[config.mk]
export PLATFORM = sky130hd
export DESIGN_NAME = mtep_ctrl
export DESIGN_NICKNAME = d
export VERILOG_FILES = /design/src/sv/mtep_pkg.sv /design/src/sv/mtep_ctrl.sv
export SDC_FILE = /design/constraint.sdc
export NUM_CORES = 1
export LEC_CHECK = 0
export BUFFER_PORTS_ARGS = -buffer_cell sky130_fd_sc_hd__buf_2
export CAP_MARGIN = 20
export CORE_AREA = 10 10 47 49
export DETAILED_ROUTE_END_ITERATION = 8
export DIE_AREA = 0 0 57 59
export PLACE_DENSITY = 0.69
export SETUP_SLACK_MARGIN = 0.02
export SYNTH_ARGS = -nofsm -noshare
export SYNTH_HDL_FRONTEND = slang
export SYNTH_SLANG_ARGS = --single-unit
export TNS_END_PERCENT = 100
[constraint.sdc]
create_clock -name clk -period 1.8 [get_ports clk]
set_input_delay 0.09 -clock clk [delete_from_list [all_inputs] [get_ports clk]]
set_output_delay 0.09 -clock clk [all_outputs]
set_load 0.01 [all_outputs]
[src/sv/mtep_pkg.sv]
// ----------------------------------------------------------------------------
// MIDI track event parser package
// Shared types, codes and constants of the parser.
// ----------------------------------------------------------------------------
package mtep_pkg;

  localparam int TRACKS_DEF    = 16;
  localparam int FRAC_BITS_DEF = 16;

  localparam int TRKW  = 4;
  localparam int TICKW = 28;
  localparam int IPW   = 24;
  localparam int SRW   = 18;
  localparam int TPQW  = 15;
  localparam int TMPW  = 24;
  localparam int NUMW  = TMPW + SRW;
  localparam int DENW  = 35;
  localparam int CFGW  = 18;
  localparam int CFGAW = 2;

  localparam logic [SRW-1:0]  SR_RST    = SRW'(44100);
  localparam logic [TPQW-1:0] TPQ_RST   = TPQW'(96);
  localparam logic [TMPW-1:0] TEMPO_RST = TMPW'(500000);
  localparam longint unsigned US_PER_S = 1000000;
  localparam longint unsigned FAST_RATE = 1000;

  localparam logic [CFGAW-1:0] REG_SAMPLE_RATE = 2'd0;
  localparam logic [CFGAW-1:0] REG_TICKS       = 2'd1;

  localparam logic [2:0] KIND_DELAY   = 3'd0;
  localparam logic [2:0] KIND_CHANNEL = 3'd1;
  localparam logic [2:0] KIND_HEADER  = 3'd2;
  localparam logic [2:0] KIND_PAYLOAD = 3'd3;
  localparam logic [2:0] KIND_ERROR   = 3'd4;

  localparam logic [3:0] OP_NOTE_OFF = 4'h8;
  localparam logic [3:0] OP_NOTE_ON  = 4'h9;
  localparam logic [3:0] OP_PROGRAM  = 4'hC;
  localparam logic [3:0] OP_PRESSURE = 4'hD;
  localparam logic [3:0] OP_SYSTEM   = 4'hF;
  localparam logic [7:0] META_STATUS = 8'hFF;
  localparam logic [7:0] META_PREFIX = 8'h20;
  localparam logic [7:0] META_TEMPO  = 8'h51;
  localparam logic [7:0] VEL_RELEASE = 8'h40;
  localparam logic [7:0] PREFIX_RST  = 8'hFF;
  localparam logic [30:0] MAX_FRAMES = 31'h7FFF_FFFF;

  typedef enum logic [2:0] {
    PH_DELAY    = 3'd0,
    PH_LEAD     = 3'd1,
    PH_DATA1    = 3'd2,
    PH_DATA2    = 3'd3,
    PH_METATYPE = 3'd4,
    PH_LEN      = 3'd5,
    PH_PAYLOAD  = 3'd6
  } phase_t;

  typedef struct packed {
    phase_t      phase;
    logic [7:0]  run_status;
    logic [7:0]  prefix;
    logic [27:0] vlq_acc;
    logic [2:0]  vlq_cnt;
    logic [7:0]  held_status;
    logic [7:0]  held_first;
    logic [27:0] remaining;
    logic [23:0] gather;
  } trk_t;

  localparam trk_t TRK_RST = '{
    phase: PH_DELAY, run_status: 8'h00, prefix: PREFIX_RST, vlq_acc: '0,
    vlq_cnt: '0, held_status: 8'h00, held_first: 8'h00, remaining: '0, gather: '0
  };

  typedef struct packed {
    logic [2:0]  kind;
    logic [3:0]  event_track;
    logic [7:0]  status_code;
    logic [7:0]  channel;
    logic [7:0]  data_a;
    logic [7:0]  data_b;
    logic [27:0] payload_length;
    logic [7:0]  payload_value;
    logic [30:0] delay_frames;
  } res_t;

  typedef struct packed {
    logic accept;
    logic mem_rd;
    logic exec;
    logic mul;
    logic sat;
    logic load_out;
    logic div_start;
  } cmd_t;

  typedef struct packed {
    logic recompute_req;
    logic div_busy;
    logic exec_has;
    logic exec_delay;
    logic out_free;
  } sts_t;

endpackage

[src/sv/mtep_ctrl.sv]
// ----------------------------------------------------------------------------
// Parser controller
// Sequences read, parse, delay scaling, result hand-off and rate recompute.
// ----------------------------------------------------------------------------
module mtep_ctrl import mtep_pkg::*; (
  input  logic clk,
  input  logic rst_n,
  input  logic in_valid,
  output logic in_ready,
  input  sts_t sts,
  output cmd_t cmd
);

  typedef enum logic [6:0] {
    S_IDLE = 7'b0000001,
    S_READ = 7'b0000010,
    S_EXEC = 7'b0000100,
    S_MUL  = 7'b0001000,
    S_SAT  = 7'b0010000,
    S_EMIT = 7'b0100000,
    S_DIV  = 7'b1000000
  } state_t;

  state_t state_r, state_nxt;

  always_comb begin
    state_nxt = state_r;
    cmd       = '0;
    in_ready  = 1'b0;
    case (state_r)
      S_IDLE: begin
        if (sts.recompute_req) begin
          cmd.div_start = 1'b1;
          state_nxt     = S_DIV;
        end else begin
          in_ready = 1'b1;
          if (in_valid) begin
            cmd.accept = 1'b1;
            state_nxt  = S_READ;
          end
        end
      end
      S_READ: begin
        cmd.mem_rd = 1'b1;
        state_nxt  = S_EXEC;
      end
      S_EXEC: begin
        cmd.exec = 1'b1;
        if (!sts.exec_has) begin
          state_nxt = S_IDLE;
        end else if (sts.exec_delay) begin
          state_nxt = S_MUL;
        end else begin
          state_nxt = S_EMIT;
        end
      end
      S_MUL: begin
        cmd.mul   = 1'b1;
        state_nxt = S_SAT;
      end
      S_SAT: begin
        cmd.sat   = 1'b1;
        state_nxt = S_EMIT;
      end
      S_EMIT: begin
        if (sts.out_free) begin
          cmd.load_out = 1'b1;
          state_nxt    = S_IDLE;
        end
      end
      S_DIV: begin
        // A register write during the recompute restarts it with the new value.
        if (sts.recompute_req) begin
          cmd.div_start = 1'b1;
        end else if (!sts.div_busy) begin
          state_nxt = S_IDLE;
        end
      end
      default: state_nxt = S_IDLE;
    endcase
  end

  always_ff @(posedge clk) begin
    if (!rst_n) begin
      state_r <= S_IDLE;
    end else begin
      state_r <= state_nxt;
    end
  end

endmodule

==> impl_results.md <==
* Outcome: finished clean
* Peak Freq at ~600 MHz
* ANT cells at 0
* Area added between synthesis and finish at 31.9%
* Initial drt markers at 2
* Final critical-path setup slack at just over 0.1 ns
* Core Box Area at ~1400 sq um
* Combinational power share at 0.303
* Peak VDD IR at about 0.37 mV
* Arrival @ worst endpoint at about 1.9 ns
* Place WS at between 0.2 and 0.3 ns
* Register-to-register setup slack at just over 0.1 ns
* Hold Crit Class: in -> reg
* Fin cells at 94
* Inserted Clock Buffers at 3
* Largest net degree at the start of global routing at 10
* Final GP Congestion at 0.766
* HPWL after detailed placement at about 950 um
* Final period util at 0.944
* Syn_nets at 64
* Minimum clock period at around 1.7 ns
* Detail Route Antenna Nets at 0
* Inst Count DP at 86
* Seq/Total Area, Yosys at 0.291
* Finish-stage setup viols at 0
* Detail-routed via count per cell at 5.33
* Initial Util at 0.344
* Port bufs at 15
* Number of buffers on the longest clock path at 2
* Leak at between 0.2 and 0.3 nW
* Die H at a little under 60 um
* Startpoint types: register
* Max Cap Violations at 0
* Die Width at about 57 um
* Crit path max fanout at 8
* Cell row count at 14
* Switching pwr at about 140 uW
* CTS tree: yes
* Most common cell after layout, fill and taps aside: buf_2
* Top area cells in the synthesized netlist: dfxtp_1, nor2_1, nor3b_1, nor4_4, o31ai_4
* Flop pwr share at 0.393
* Routed wire length at ~1200 um
* Reg clk slew, reported paths at ~0.050 ns
* Yosys top cell area share at 0.291
* WL/cell at 12.9 um
* Top flop regs: state_r x7
* Critical path required time at 1.97 ns
* # hold bufs at CTS at 0
* Cell Area, Synth at just under 500 sq um
* Initial antenna violation count at 0
* RSZ-0062 raised after global routing: false
* Ys Warns at 0
* Seq cells post-synth at 7
* Max reg flops at 7
* Power density over the cells at approximately 730 nW/um^2
* Depth of the most critical reg-to-reg path at 6
* P_int at approximately 320 uW
* Die area at roughly 3400 sq um
* Biggest register: state_r
* Vias in the first global route at around 450
* DR DRC count at 0
* Max-slew violations at 0
* Setup TNS at 0 ns
* Via count at 501
* First-pass GRT wire length at ~1800 um
* Clk_skew at around 0.0027 ns
* Syn Area/Cell at 8.60 sq um
* Slew headroom at 0.786
* Post-Layout Inst Area at roughly 640 sq um
* Worst-margin pin slew at around 0.32 ns
* CTS sink count at 7
* Crit path kind: reg -> reg
* Share of layout cells above drive strength 1 at 0.372
* Worst setup EP type: register
* First drt pass iteration count at 4
* Switching share of power at 0.305
* Clock Root Buffer: clkbuf_4
* I/O Pins at 16
* Total GRT Usage at 0.0673
* Gate Count Post-Synth at 56
* Clk_lat worst skew at about 0.25 ns
* Clock group share of total power at 0.305
* H-tree levels at 1
* Hold path depth at 3
* Yosys top cell by area: dfxtp_1
* Commonest cells after routing, fill and taps aside: buf_2, nor2_1, dfxtp_1
* Dpl cell area at between 500 and 600 sq um
* Post-synthesis cell type count at 30
* Final #Nets at 87
* Fillers at between 100 and 150
* Remaining global-route overflow at 0
* Final Hold Violating Endpoints at 0
==> routing by layer <==
metal,share of wire,global-route usage,vias to the layer above
met5,0,0,-
met1,0.43,0.0604,228
li1,-,-,255
met4,0.028,0.0604,0
met2,0.48,0.118,13
met3,0.061,0.0236,5
==> cell usage after synthesis, drive strengths merged <==
cell	number
a311o	1
nor2b	1
nor4b	1
and3	3
nand2	1
xor2	1
nor4	1
o21a	1
or2	1
o31ai	1
and4b	1
nand4	1
o21bai	1
or3	1
buf	1
inv	2
nor2	9
o211ai	1
nand3	1
o22ai	1
a21oi	2
nor3b	4
o21ai	3
nand4b	2
nor3	3
and2	2
a311oi	1
dfxtp	7
and2b	1
==> worst paths after layout <==
path | from | endpoint
setup / recovery | state_r[6] | state_r[5]
hold / removal | sts[1] | state_r[3]
setup reg to reg | state_r[6] | state_r[5]
hold reg to reg | state_r[2] | state_r[3]
==> timing repair <==
item / CTS / global route
buffers inserted: 0 / 4
gates resized for setup: 1 / 1
endpoints found under the setup margin: 1 / 1
gates cloned: 0 / 0
pin swaps: 0 / 2
==> power groups by stage <==
| stage | logic (mW) | registers [mW] | clock network, mW |
|---|---|---|---|
| global placement | 0.109 | 0.183 | 0 |
| detailed placement | 0.110 | 0.184 | 0 |
| CTS | 0.112 | 0.181 | 0.145 |
| finish | 0.140 | 0.182 | 0.141 |
| floorplan | 0.0767 | 0.180 | 0 |
| global route | 0.156 | 0.183 | 0.152 |
==> cell type report <==
cell class | count | area (sq um) | area share
Clock buffer | 4 | 26.3 | 0.0413
Inverter | 2 | 7.51 | 0.0118
Multi-Input combinational cell | 46 | 337 | 0.530
Sequential cell | 7 | 140 | 0.220
Tap cell | 16 | 20.0 | 0.0315
Timing Repair Buffer | 19 | 105 | 0.165
==> stage by stage <==
| stage | util | power, mW | hold WS (ns) |
|---|---|---|---|
| 2_1_floorplan | - | 0.257 | 0.204 |
| 3_3_place_gp | 0.408 | 0.292 | 0.319 |
| 3_5_place_dp | 0.408 | 0.294 | 0.325 |
| 4_1_cts | 0.430 | 0.439 | 0.0599 |
| 5_1_grt | 0.454 | 0.491 | 0.0735 |
| 6_report | 0.454 | 0.462 | 0.0639 |
==> cells by family (layout without fill, tap and decap cells) <==
logic type / after synthesis / after routing / share of synthesized area
AND/OR/NAND/NOR: 33 / 33 / 0.457
AO/OA/AOI/OAI: 12 / 12 / 0.208
flip-flops: 7 / 7 / 0.291
buffers and inverters: 3 / 25 / 0.0260
XOR/XNOR: 1 / 1 / 0.0182
==> critical path, cell delays in order, from the launching register on <==
cell,delay (ns)
dfxtp_1,0.39
nor4_4,0.37
buf_4,0.17
buf_4,0.10
nand4_1,0.10
or2_1,0.25
a311oi_2,0.24
No activity file was read; power rests on OpenSTA's default activity.
